$ cat src/relative_residual_max_norm_assert.svh
// ----------------------------------------------------------------------------
// Assertion macros for the relative residual max-norm block
// Each macro expects clk and arst_n to be visible where it is used.
// ----------------------------------------------------------------------------
`ifndef RELATIVE_RESIDUAL_MAX_NORM_ASSERT_SVH
`define RELATIVE_RESIDUAL_MAX_NORM_ASSERT_SVH

// Same-cycle implication, checked outside reset
`define RRMN_ASSERT_NOW(lbl, ante, cons, msg) \
	lbl: assert property (@(posedge clk) disable iff (!arst_n) (ante) |-> (cons)) \
		else $error(msg);

// Next-cycle implication, checked outside reset
`define RRMN_ASSERT_NEXT(lbl, ante, cons, msg) \
	lbl: assert property (@(posedge clk) disable iff (!arst_n) (ante) |=> (cons)) \
		else $error(msg);

`endif

$ cat src/rrmn_pkg.sv
// ----------------------------------------------------------------------------
// rrmn_pkg
// Shared constants, types and saturating arithmetic for the relative
// residual max-norm block.
// ----------------------------------------------------------------------------
package rrmn_pkg;

	// Fixed-point format of the streamed values
	localparam int FRAC_BITS = 16;
	localparam int ELEM_W    = 32;
	localparam int ACC_W     = 2 * ELEM_W;

	// Restoring divider: one quotient bit per cycle
	localparam int DIV_STEPS = ELEM_W;
	localparam int DIV_CNT_W = $clog2(DIV_STEPS);

	typedef logic signed [ELEM_W-1:0] elem_t;
	typedef logic signed [ACC_W-1:0]  acc_t;

	typedef struct packed {
		acc_t val;
		logic ovf;
	} sat_t;

	typedef enum logic [3:0] {
		ST_IDLE,
		ST_MUL,
		ST_ACC,
		ST_RES,
		ST_MAG,
		ST_MAX,
		ST_CHK,
		ST_DIV,
		ST_FIN
	} ctrl_state_t;

	// Commands from controller to datapath, at most one set per cycle
	typedef struct packed {
		logic load;
		logic mul;
		logic acc;
		logic res;
		logic mag;
		logic max;
		logic chk;
		logic step;
		logic finish;
	} rrmn_cmd_t;

	// Status from datapath to controller
	typedef struct packed {
		logic close;
		logic mend;
		logic out_free;
	} rrmn_stat_t;

	// Signed add, clamped to the 64-bit range
	function automatic sat_t sat_add(acc_t a, acc_t b);
		sat_t r;
		acc_t s;
		s = a + b;
		r.ovf = (a[ACC_W-1] == b[ACC_W-1]) && (s[ACC_W-1] != a[ACC_W-1]);
		if (r.ovf) begin
			r.val = a[ACC_W-1] ? {1'b1, {(ACC_W-1){1'b0}}} : {1'b0, {(ACC_W-1){1'b1}}};
		end else begin
			r.val = s;
		end
		return r;
	endfunction

	// Signed subtract, clamped to the 64-bit range
	function automatic sat_t sat_sub(acc_t a, acc_t b);
		sat_t r;
		acc_t s;
		s = a - b;
		r.ovf = (a[ACC_W-1] != b[ACC_W-1]) && (s[ACC_W-1] != a[ACC_W-1]);
		if (r.ovf) begin
			r.val = a[ACC_W-1] ? {1'b1, {(ACC_W-1){1'b0}}} : {1'b0, {(ACC_W-1){1'b1}}};
		end else begin
			r.val = s;
		end
		return r;
	endfunction

endpackage

$ cat src/rrmn_item_if.sv
// ----------------------------------------------------------------------------
// rrmn_item_if
// Input channel: one matrix element with its x(j), b(i) and row markers.
// ----------------------------------------------------------------------------
interface rrmn_item_if;
	import rrmn_pkg::*;

	logic  valid;
	logic  ready;
	elem_t a_elem;
	elem_t x_elem;
	elem_t b_elem;
	logic  row_end;
	logic  matrix_end;

	modport source (output valid, a_elem, x_elem, b_elem, row_end, matrix_end, input ready);
	modport sink   (input valid, a_elem, x_elem, b_elem, row_end, matrix_end, output ready);
endinterface

$ cat src/rrmn_result_if.sv
// ----------------------------------------------------------------------------
// rrmn_result_if
// Output channel: one ratio item per matrix with its flags.
// ----------------------------------------------------------------------------
interface rrmn_result_if;
	import rrmn_pkg::*;

	logic              valid;
	logic              ready;
	logic [ELEM_W-1:0] ratio;
	logic              zero_divisor;
	logic              overflow;
	logic              last;

	modport source (output valid, ratio, zero_divisor, overflow, last, input ready);
	modport sink   (input valid, ratio, zero_divisor, overflow, last, output ready);
endinterface

$ cat src/relative_residual_max_norm.sv
// The last item of a matrix gives its result after row close, the restoring divider
// and the output register. The sequencer takes one element at a time through the
// shared multiply-accumulate and takes no new element while it closes a row, runs
// the divider or waits for the output register to take a result.
// Reset: arst_n clears the sequencer, the accumulator, the maxima and output valid.
// ----------------------------------------------------------------------------
// relative_residual_max_norm
// Streams a matrix with x and b, tracks max |A x - b| and max |b| per matrix
// and emits their ratio in unsigned fixed point with saturation flags.
// ----------------------------------------------------------------------------
module relative_residual_max_norm import rrmn_pkg::*; (
	input  logic          clk,
	input  logic          arst_n,
	rrmn_item_if.sink     item_ch,
	rrmn_result_if.source result_ch
);

	rrmn_cmd_t  cmd;
	rrmn_stat_t stat;

	rrmn_ctrl u_ctrl (
		.clk        (clk),
		.arst_n     (arst_n),
		.item_valid (item_ch.valid),
		.item_ready (item_ch.ready),
		.stat       (stat),
		.cmd        (cmd)
	);

	rrmn_dp u_dp (
		.clk          (clk),
		.arst_n       (arst_n),
		.cmd          (cmd),
		.stat         (stat),
		.a_elem       (item_ch.a_elem),
		.x_elem       (item_ch.x_elem),
		.b_elem       (item_ch.b_elem),
		.row_end      (item_ch.row_end),
		.matrix_end   (item_ch.matrix_end),
		.out_valid    (result_ch.valid),
		.out_ready    (result_ch.ready),
		.ratio        (result_ch.ratio),
		.zero_divisor (result_ch.zero_divisor),
		.overflow     (result_ch.overflow)
	);

	// Every item is the single result of its matrix
	assign result_ch.last = 1'b1;

endmodule

$ cat src/rrmn_ctrl.sv
// ----------------------------------------------------------------------------
// rrmn_ctrl
// Sequencer: steps each item through multiply and accumulate, closes a row
// at its end; at a matrix end runs the divider and feeds the output register.
// ----------------------------------------------------------------------------
module rrmn_ctrl import rrmn_pkg::*; (
	input  logic       clk,
	input  logic       arst_n,
	input  logic       item_valid,
	output logic       item_ready,
	input  rrmn_stat_t stat,
	output rrmn_cmd_t  cmd
);

	ctrl_state_t          state_q, state_d;
	logic [DIV_CNT_W-1:0] cnt_q, cnt_d;

	// State and step counter
	always_ff @(posedge clk or negedge arst_n) begin
		if (!arst_n) begin
			state_q <= ST_IDLE;
			cnt_q   <= '0;
		end else begin
			state_q <= state_d;
			cnt_q   <= cnt_d;
		end
	end

	// Next state and commands
	always_comb begin
		state_d    = state_q;
		cnt_d      = cnt_q;
		cmd        = '0;
		item_ready = 1'b0;
		unique case (state_q)
			ST_IDLE: begin
				item_ready = 1'b1;
				if (item_valid) begin
					cmd.load = 1'b1;
					state_d  = ST_MUL;
				end
			end
			ST_MUL: begin
				cmd.mul = 1'b1;
				state_d = ST_ACC;
			end
			ST_ACC: begin
				cmd.acc = 1'b1;
				state_d = stat.close ? ST_RES : ST_IDLE;
			end
			ST_RES: begin
				cmd.res = 1'b1;
				state_d = ST_MAG;
			end
			ST_MAG: begin
				cmd.mag = 1'b1;
				state_d = ST_MAX;
			end
			ST_MAX: begin
				cmd.max = 1'b1;
				state_d = stat.mend ? ST_CHK : ST_IDLE;
			end
			ST_CHK: begin
				cmd.chk = 1'b1;
				cnt_d   = '0;
				state_d = ST_DIV;
			end
			ST_DIV: begin
				cmd.step = 1'b1;
				cnt_d    = cnt_q + 1'b1;
				if (cnt_q == DIV_CNT_W'(DIV_STEPS - 1)) begin
					state_d = ST_FIN;
				end
			end
			ST_FIN: begin
				// hold until the output register can take the item
				if (stat.out_free) begin
					cmd.finish = 1'b1;
					state_d    = ST_IDLE;
				end
			end
			default: begin
				state_d = ST_IDLE;
			end
		endcase
	end

endmodule

$ cat src/rrmn_dp.sv
// ----------------------------------------------------------------------------
// rrmn_dp
// Datapath: multiplier, saturating accumulator, residual and maximum
// tracking, restoring divider and the output register.
// ----------------------------------------------------------------------------
`include "relative_residual_max_norm_assert.svh"

module rrmn_dp import rrmn_pkg::*; (
	input  logic              clk,
	input  logic              arst_n,
	input  rrmn_cmd_t         cmd,
	output rrmn_stat_t        stat,
	input  elem_t             a_elem,
	input  elem_t             x_elem,
	input  elem_t             b_elem,
	input  logic              row_end,
	input  logic              matrix_end,
	output logic              out_valid,
	input  logic              out_ready,
	output logic [ELEM_W-1:0] ratio,
	output logic              zero_divisor,
	output logic              overflow
);

	// Held item and intermediate values
	elem_t             a_q, x_q, b_q;
	acc_t              prod_q;
	acc_t              diff_q;
	logic [ACC_W-1:0]  res_q;
	logic [ELEM_W-1:0] bmag_q;

	// Running state for the current matrix
	logic              close_q, mend_q;
	acc_t              acc_q;
	logic [ACC_W-1:0]  max_res_q;
	logic [ELEM_W-1:0] max_rhs_q;
	logic              ovf_q;

	// Divider
	logic [ELEM_W-1:0] rem_q, quo_q;
	logic              zero_q, big_q;

	// Output register
	logic              out_valid_q;
	logic [ELEM_W-1:0] ratio_q;
	logic              zdiv_q, oflow_q;

	acc_t              prod_full;
	acc_t              bs;
	sat_t              acc_sum;
	sat_t              diff_sat;
	logic [ELEM_W:0]   trial;
	logic [ELEM_W:0]   trial_sub;
	logic              trial_ge;

	assign prod_full = a_q * x_q;
	assign bs        = {{(ACC_W-ELEM_W){b_q[ELEM_W-1]}}, b_q} <<< FRAC_BITS;
	assign acc_sum   = sat_add(acc_q, prod_q);
	assign diff_sat  = sat_sub(acc_q, bs);
	assign trial     = {rem_q, quo_q[ELEM_W-1]};
	assign trial_sub = trial - {1'b0, max_rhs_q};
	assign trial_ge  = trial >= {1'b0, max_rhs_q};

	assign stat.close    = close_q;
	assign stat.mend     = mend_q;
	assign stat.out_free = !out_valid_q || out_ready;

	// Payload registers
	always_ff @(posedge clk) begin
		if (cmd.load) begin
			a_q <= a_elem;
			x_q <= x_elem;
			b_q <= b_elem;
		end
		if (cmd.mul) begin
			prod_q <= prod_full;
		end
		if (cmd.res) begin
			diff_q <= diff_sat.val;
		end
		if (cmd.mag) begin
			res_q  <= diff_q[ACC_W-1] ? ACC_W'(0) - diff_q : diff_q;
			bmag_q <= b_q[ELEM_W-1] ? ELEM_W'(0) - b_q : b_q;
		end
		// Seed the divider with the top half as partial remainder
		if (cmd.chk) begin
			zero_q <= (max_rhs_q == '0);
			big_q  <= (max_res_q[ACC_W-1:ELEM_W] >= max_rhs_q);
			rem_q  <= max_res_q[ACC_W-1:ELEM_W];
			quo_q  <= max_res_q[ELEM_W-1:0];
		end
		// One quotient bit a cycle, shifted in behind the dividend
		if (cmd.step) begin
			rem_q <= trial_ge ? trial_sub[ELEM_W-1:0] : trial[ELEM_W-1:0];
			quo_q <= {quo_q[ELEM_W-2:0], trial_ge};
		end
		if (cmd.finish) begin
			ratio_q <= (zero_q || big_q) ? '1 : quo_q;
			zdiv_q  <= zero_q;
			oflow_q <= ovf_q || (big_q && !zero_q);
		end
	end

	// Matrix state: accumulate, close rows, clear after the result
	always_ff @(posedge clk or negedge arst_n) begin
		if (!arst_n) begin
			close_q   <= 1'b0;
			mend_q    <= 1'b0;
			acc_q     <= '0;
			max_res_q <= '0;
			max_rhs_q <= '0;
			ovf_q     <= 1'b0;
		end else begin
			if (cmd.load) begin
				close_q <= row_end || matrix_end;
				mend_q  <= matrix_end;
			end
			if (cmd.acc) begin
				acc_q <= acc_sum.val;
				ovf_q <= ovf_q || acc_sum.ovf;
			end
			if (cmd.res) begin
				acc_q <= '0;
				ovf_q <= ovf_q || diff_sat.ovf;
			end
			if (cmd.max) begin
				if (res_q > max_res_q) begin
					max_res_q <= res_q;
				end
				if (bmag_q > max_rhs_q) begin
					max_rhs_q <= bmag_q;
				end
			end
			if (cmd.finish) begin
				acc_q     <= '0;
				max_res_q <= '0;
				max_rhs_q <= '0;
				ovf_q     <= 1'b0;
			end
		end
	end

	// Output valid: set on finish, drop once taken
	always_ff @(posedge clk or negedge arst_n) begin
		if (!arst_n) begin
			out_valid_q <= 1'b0;
		end else if (cmd.finish) begin
			out_valid_q <= 1'b1;
		end else if (out_ready) begin
			out_valid_q <= 1'b0;
		end
	end

	assign out_valid    = out_valid_q;
	assign ratio        = ratio_q;
	assign zero_divisor = zdiv_q;
	assign overflow     = oflow_q;

	`RRMN_ASSERT_NOW(a_no_overwrite, cmd.finish, !out_valid_q || out_ready, "result overwritten before it was taken")
	`RRMN_ASSERT_NEXT(a_finish_clears, cmd.finish, acc_q == '0 && max_res_q == '0 && max_rhs_q == '0 && !ovf_q, "matrix state not cleared after result")
	`RRMN_ASSERT_NOW(a_zero_saturates, out_valid_q && zdiv_q, ratio_q == '1, "zero divisor without saturated ratio")
	`RRMN_ASSERT_NEXT(a_rows_clear_acc, cmd.res, acc_q == '0, "accumulator not cleared at row close")

endmodule

$ cat src/flat_wrapper.sv
// flat-port wrapper written by rule: the top's interface ports become plain ports
module relative_residual_max_norm_flat import rrmn_pkg::*;
  (clk, arst_n, item_ch_valid, item_ch_a_elem, item_ch_x_elem, item_ch_b_elem, item_ch_row_end, item_ch_matrix_end, item_ch_ready, result_ch_valid, result_ch_ratio, result_ch_zero_divisor, result_ch_overflow, result_ch_last, result_ch_ready);
  rrmn_item_if item_ch_i ();
  rrmn_result_if result_ch_i ();
  input  logic clk;
  input  logic arst_n;
  input wire logic [$bits(item_ch_i.valid)-1:0] item_ch_valid;
  input wire logic [$bits(item_ch_i.a_elem)-1:0] item_ch_a_elem;
  input wire logic [$bits(item_ch_i.x_elem)-1:0] item_ch_x_elem;
  input wire logic [$bits(item_ch_i.b_elem)-1:0] item_ch_b_elem;
  input wire logic [$bits(item_ch_i.row_end)-1:0] item_ch_row_end;
  input wire logic [$bits(item_ch_i.matrix_end)-1:0] item_ch_matrix_end;
  output wire logic [$bits(item_ch_i.ready)-1:0] item_ch_ready;
  output wire logic [$bits(result_ch_i.valid)-1:0] result_ch_valid;
  output wire logic [$bits(result_ch_i.ratio)-1:0] result_ch_ratio;
  output wire logic [$bits(result_ch_i.zero_divisor)-1:0] result_ch_zero_divisor;
  output wire logic [$bits(result_ch_i.overflow)-1:0] result_ch_overflow;
  output wire logic [$bits(result_ch_i.last)-1:0] result_ch_last;
  input wire logic [$bits(result_ch_i.ready)-1:0] result_ch_ready;
  assign item_ch_i.valid = item_ch_valid;
  assign item_ch_i.a_elem = item_ch_a_elem;
  assign item_ch_i.x_elem = item_ch_x_elem;
  assign item_ch_i.b_elem = item_ch_b_elem;
  assign item_ch_i.row_end = item_ch_row_end;
  assign item_ch_i.matrix_end = item_ch_matrix_end;
  assign item_ch_ready = item_ch_i.ready;
  assign result_ch_valid = result_ch_i.valid;
  assign result_ch_ratio = result_ch_i.ratio;
  assign result_ch_zero_divisor = result_ch_i.zero_divisor;
  assign result_ch_overflow = result_ch_i.overflow;
  assign result_ch_last = result_ch_i.last;
  assign result_ch_i.ready = result_ch_ready;
  relative_residual_max_norm u_core (.clk(clk), .arst_n(arst_n), .item_ch(item_ch_i), .result_ch(result_ch_i));
endmodule
$ cat config.mk
export PLATFORM = sky130hd
export DESIGN_NAME = relative_residual_max_norm_flat
export DESIGN_NICKNAME = d
export VERILOG_FILES = /design/src/rrmn_pkg.sv /design/src/rrmn_item_if.sv /design/src/rrmn_result_if.sv /design/src/relative_residual_max_norm.sv /design/src/rrmn_ctrl.sv /design/src/rrmn_dp.sv /design/src/flat_wrapper.sv
export VERILOG_INCLUDE_DIRS = /design/src /design/src/src
export SDC_FILE = /design/constraint.sdc
export NUM_CORES = 2
export LEC_CHECK = 0
export ABC_AREA = 1
export BUFFER_PORTS_ARGS = -buffer_cell sky130_fd_sc_hd__buf_4
export CAP_MARGIN = 20
export CORE_MARGIN = 2
export CORE_UTILIZATION = 65
export DETAILED_ROUTE_END_ITERATION = 8
export MAX_ROUTING_LAYER = met4
export PLACE_DENSITY = 0.79
export RECOVER_POWER = 25
export SYNTH_ARGS = -nofsm -noshare
export SYNTH_HDL_FRONTEND = slang
export SYNTH_HIERARCHICAL = 1
export SYNTH_SLANG_ARGS = --single-unit
$ cat constraint.sdc
create_clock -name clk -period 19.85 [get_ports clk]
set_input_delay 0 -clock clk [delete_from_list [all_inputs] [get_ports clk]]
set_output_delay 0 -clock clk [all_outputs]
set_load 0.01 [all_outputs]
## Word level (Yosys, flattened, before mapping)

Index checks and enable logic that the tools add are counted.

| storage, ports and cells | value |
|---|---|
| bits in registers | 593 |
| logic and storage cells | 118 |

| cells by class | value |
|---|---|
| $add $sub $neg | 6 |
| $mul | 1 |
| order comparisons | 4 |
| equality and inequality tests | 16 |
| mux-type cells | 43 |
| reductions and logical operators | 23 |

Operators by type and width:

| cell | number |
|---|---|
| $mux 64 | 9 |
| $mux 32 | 8 |
| $add 64x64->64 | 1 |
| $gt 64x64->1 | 1 |
| $mul 32x32->64 | 1 |
| $sub 1x64->64 const A | 1 |
| $sub 64x48->64 | 1 |
| $mux 63 | 1 |
| $pmux 4 s9 | 1 |
| $ge 33x32->1 | 1 |
| $ge 32x32->1 | 1 |
| $gt 32x32->1 | 1 |
| $logic_not 32->1 | 1 |
| $sub 1x32->32 const A | 1 |
| $sub 32x32->32 | 1 |
| $mux 31 | 1 |
| $mux 1 | 17 |
| $eq 4x3->1 const B | 4 |
| $mux 4 | 3 |
| $reduce_bool 2->1 | 6 |
| $pmux 5 s2 | 1 |
| $eq 4x2->1 const B | 2 |
| $logic_or 1x1->1 | 6 |
| $add 5x1->5 const B | 1 |
| 15 further kinds | 22 |

## Longest topological paths before layout

| depth | value |
|---|---|
| word-level depth | 7 |
| depth in mapped cells | 32 |
| gate-level depth less buffers | 31 |

## Cells and area by module

Netlist, hierarchy kept.

By module, submodules not included:

| module | instances | cells each | area an instance (um^2) | sequential area each (um^2) |
|---|---|---|---|---|
| rrmn_dp | 1 | 9,205 | 75,063.2 | 16,716.0 |
| rrmn_ctrl | 1 | 70 | 540.5 | 225.2 |
| relative_residual_max_norm | 1 | 2 | 11.3 | 0.0 |

## Worst setup path before layout

No wires, ideal clock.

| timing path | value |
|---|---|
| kind | register to register |
| start point | register u_core.u_ctrl.state_q[3] |
| end point | register u_core.u_dp.bmag_q[0], enable pin |
| setup time | 668 ps |
| data arrival time | 7,060 ps |
| required time | 19,182 ps |
| slack | 12,122 ps |
| stages on the path, launching flop included | 4 |
| buffers on the path | 0 |
| clock period less this slack | 7,728 ps |
| path through | dfrtp_1 inv_1 nand2_1 nor3_1 |

RTL lines:

| what | line | RTL |
|---|---|---|
| from (decl) | rrmn_ctrl.sv:15 | `ctrl_state_t state_q, state_d;` |
| from (signal assigned) | rrmn_ctrl.sv:24 | `state_q <= state_d;` |
| to (signal assigned) | rrmn_dp.sv:83 | `bmag_q <= b_q[ELEM_W-1] ? ELEM_W'(0) - b_q : b_q;` |
| to (decl) | rrmn_dp.sv:30 | `logic [ELEM_W-1:0] bmag_q;` |

## Final worst setup path

| timing path | value |
|---|---|
| start point | register u_core.u_dp.a_q[0] |
| end point | register u_core.u_dp.prod_q[49], data pin |

| on the way | value |
|---|---|
| longest elaborated chain between the ends | 1 |

Ends and longest elaborated chain:

| what | line | RTL |
|---|---|---|
| from (decl) | rrmn_dp.sv:26 | `elem_t a_q, x_q, b_q;` |
| from (signal assigned) | rrmn_dp.sv:71 | `a_q <= a_elem;` |
| $mul 32x32->64 | rrmn_dp.sv:56 | `assign prod_full = a_q * x_q;` |
| via u_core.u_dp.prod_full[49] | rrmn_dp.sv:48 | `acc_t prod_full;` |
| to (signal assigned) | rrmn_dp.sv:76 | `prod_q <= prod_full;` |
| to (decl) | rrmn_dp.sv:27 | `acc_t prod_q;` |

The timed path passes the listed nets, and every way through them passes these cells.
A chain may end at the register's enable or synchronous reset.

==> impl_metrics.json <==
{
  "synth-edff-count": 420,
  "grt_util_all_layers": 0.430,
  "area_growth_syn_to_layout_pct": 7.58,
  "floorplan.initialDensity": 0.653,
  "post-route-period-util": 0.471,
  "cp_slowest_cell": "sky130_fd_sc_hd__clkbuf_1",
  "postSynthAreaPerCell_sq_um": 8.15,
  "worstSetupStartpointType": "register",
  "wire_per_inst_microns": 22.3,
  "grt_first_pass_wirelength_microns": 380000,
  "reg_area_sq_mm": 0.0169,
  "via_count_of_the_first_global_routing_pass": 67016,
  "layout_min_cycle_time_ps": 9360,
  "synth-seq-cells": 593,
  "mappedNetlistArea_sq_mm": 0.0756,
  "postSynth.topFlopCell": "sky130_fd_sc_hd__edfxtp_1",
  "path_clk_slew_ps": 60,
  "die_h_microns": 345,
  "synth_net_count": 10923,
  "netlist_instances": 9277,
  "crit_path_end_kind": "register",
  "setup_viol": 0,
  "slew_headroom": -1.51,
  "worst-setup-path-type": "register to register",
  "drv_cap": 6,
  "x_dimension_of_the_die_microns": 345,
  "cp_common_cell": "sky130_fd_sc_hd__fa_1",
  "remaining_routing_drc_violations": 0,
  "number_of_antenna_violations_at_the_first_check_in_global_routing": 5,
  "cp_arrival_ps": 9790,
  "multi_input_area_sq_mm": 0.0493,
  "floorplan.rows": 125,
  "mostFrequentLayoutCells": "sky130_fd_sc_hd__nand2_1 (2,329), sky130_fd_sc_hd__inv_1 (2,148), sky130_fd_sc_hd__fa_1 (1,086)",
  "failed_checks": "capacitance limit, slew limit",
  "seq_area_frac_synth": 0.224,
  "slowest_delay_ps": 1740,
  "synth_warnings": 6,
  "asyncSetResetFlopFracSynth": 0.292,
  "report.final.slew_viol_count": 277,
  "tritoncts": "done",
  "number_of_hold_slack_violations_in_the_final_timing_report": 0,
  "critical_path_peak_fanout": 32,
  "worst-slew-pin-transition_ps": 3760,
  "design.final.nets": 11022,
  "drtAntennaViolNets": 0,
  "cts_made_buffers": 73,
  "rsz_0062_raised_after_global_routing": "no",
  "die_area_sq_mm": 0.119,
  "ioPinCount": 139,
  "final_layout_size_suffix_gt1_frac": 0.0423,
  "avgViaCountPerCell": 5.86,
  "worstHoldPathType": "input pin to register",
  "max_clock_freq_mhz": 107,
  "layout.cells.most_common": "sky130_fd_sc_hd__nand2_1",
  "core_sq_mm": 0.116,
  "total_of_buffers_placed_on_input_and_output_ports": 137,
  "route.vias.total": 64258,
  "outcome": "complete, but fails checks",
  "fin_tns_setup_ps": 0,
  "h_tree_levels": 3,
  "max-clock-path-buffers": 3,
  "detailedRoute.firstPassIterationCount": 6,
  "nFillCells": 8960,
  "clock_sinks": 593,
  "first_iter_violations": 6636,
  "cp_data_required_time_ps": 20280,
  "cts-resized-gates": 0,
  "clk_latency_ps": 690,
  "clk_root_buffer_cell": "sky130_fd_sc_hd__clkbuf_16",
  "detailedPlacementHpwl_microns": 194000,
  "clock_skew_ps": 29.1,
  "globalRouteOverflowTotal": 0,
  "grt_start_max_net_pins": 107,
  "synth.distinct_cells": 62,
  "wl_final_microns": 244000,
  "place.gp.congestion": 1.04
}
-- final timing paths --
check,depth (start not counted),endpoint,startpoint,slack (ps)
max,25,u_core/u_dp/prod_q[49],u_core/u_dp/a_q[0],10490
min in group asynchronous,4,u_core/u_dp/mend_q,arst_n,1740
max in group asynchronous,5,u_core/u_dp/acc_q[45],arst_n,15390
min reg2reg,0,u_core/u_dp/res_q[0],u_core/u_dp/diff_q[0],470
max reg2reg,25,u_core/u_dp/prod_q[49],u_core/u_dp/a_q[0],10490
min,2,u_core/u_dp/b_q[16],item_ch_b_elem[16],50
-- logic make-up after synthesis --
| group | synth area share |
|---|---|
| DFF | 0.224 |
| muxes | 0.000149 |
| buffers and inverters | 0.125 |
| adders and majority gates | 0.363 |
| AOI/OAI and AO/OA | 0.0622 |
| xor gates and xnor gates | 0.0266 |
| and+or+nand+nor | 0.199 |
| other | 0.0000496 |
-- routing by layer --
layer | routed length (microns) | vias up | global-route usage
met1 | 87700 | 31166 | 0.506
met3 | 24100 | 998 | 0.0885
met2 | 115000 | 3600 | 0.689
li1 | - | 28494 | -
met5 | 0 | - | -
met4 | 17400 | 0 | 0.247
-- cell type report --
cell class                      count  share of cell area
Multi-Input combinational cell   6212               0.606
Sequential cell                   593               0.208
Timing Repair Buffer              334              0.0316
Clock inverter                     43             0.00706
Antenna cell                        7            0.000215
Tap cell                         1524              0.0234
Clock buffer                       92              0.0237
Inverter                         2162              0.0998
-- stage by stage --
stage	hold slack [ps]	util	instance area (sq um)	setup slack [ps]	std cells
after global placement	-6.47	0.674	78000	11690	10720
after detailed placement	0.265	0.674	78000	11530	10720
after floorplan	-296	-	75600	12120	9277
after global routing	42.6	0.703	81300	10260	10963
after CTS	1.46	0.705	81600	11510	10959
final	53.0	0.703	81300	10490	10967
-- critical path: cells and delay by family (launching register included) --
family	cells	cell delay, ps
DFF	1	340
adders and majority gates	9	4250
and+or+nand+nor	9	1950
buffers and inverters	6	2130
xor gates and xnor gates	1	360
-- sequential cells by signal, indices dropped and copies added, names as in the netlist, 64 cells and up --
name                   cells
u_core/u_dp/acc_q         64
u_core/u_dp/prod_q        64
u_core/u_dp/diff_q        64
u_core/u_dp/max_res_q     64
u_core/u_dp/res_q         64
-- timing repair --
action	CTS	global route
setup buffers	0	0
hold buffers	104	0
endpoints found under the hold margin	160	0
-- Yosys cell counts (10+ instances only) --
| master | n | area, sq um |
|---|---|---|
| sky130_fd_sc_hd__fa_1 | 1086 | 21700 |
| sky130_fd_sc_hd__a21o_1 | 37 | 278 |
| sky130_fd_sc_hd__clkbuf_1 | 260 | 976 |
| sky130_fd_sc_hd__a31oi_1 | 38 | 238 |
| sky130_fd_sc_hd__o21ai_1 | 18 | 90.1 |
| sky130_fd_sc_hd__buf_1 | 13 | 48.8 |
| sky130_fd_sc_hd__a21oi_1 | 339 | 1700 |
| sky130_fd_sc_hd__inv_1 | 2150 | 8070 |
| sky130_fd_sc_hd__o21ai_0 | 275 | 1380 |
| sky130_fd_sc_hd__buf_4 | 10 | 75.1 |
| sky130_fd_sc_hd__nor3_1 | 58 | 290 |
| sky130_fd_sc_hd__nand3b_1 | 44 | 330 |
| sky130_fd_sc_hd__nor2_1 | 536 | 2010 |
| sky130_fd_sc_hd__buf_2 | 16 | 80.1 |
| sky130_fd_sc_hd__a21boi_0 | 11 | 82.6 |
| sky130_fd_sc_hd__dfrtp_1 | 173 | 4330 |
| sky130_fd_sc_hd__or2_2 | 18 | 113 |
| sky130_fd_sc_hd__xnor2_1 | 101 | 885 |
| sky130_fd_sc_hd__o21a_1 | 24 | 180 |
| sky130_fd_sc_hd__nand2_2 | 20 | 125 |
| sky130_fd_sc_hd__edfxtp_1 | 420 | 12600 |
| sky130_fd_sc_hd__nand4_1 | 164 | 1030 |
| sky130_fd_sc_hd__xor2_1 | 129 | 1130 |
| sky130_fd_sc_hd__nand3_2 | 18 | 180 |
| sky130_fd_sc_hd__nor4_1 | 39 | 244 |
| sky130_fd_sc_hd__nand3_1 | 340 | 1700 |
| sky130_fd_sc_hd__nand2_1 | 2331 | 8750 |
| sky130_fd_sc_hd__ha_1 | 458 | 5730 |
| sky130_fd_sc_hd__o21bai_1 | 42 | 315 |
Power is left out: the tool's default activity adds up to more than one toggle a clock period on the data nets, which glitch-free logic cannot reach.
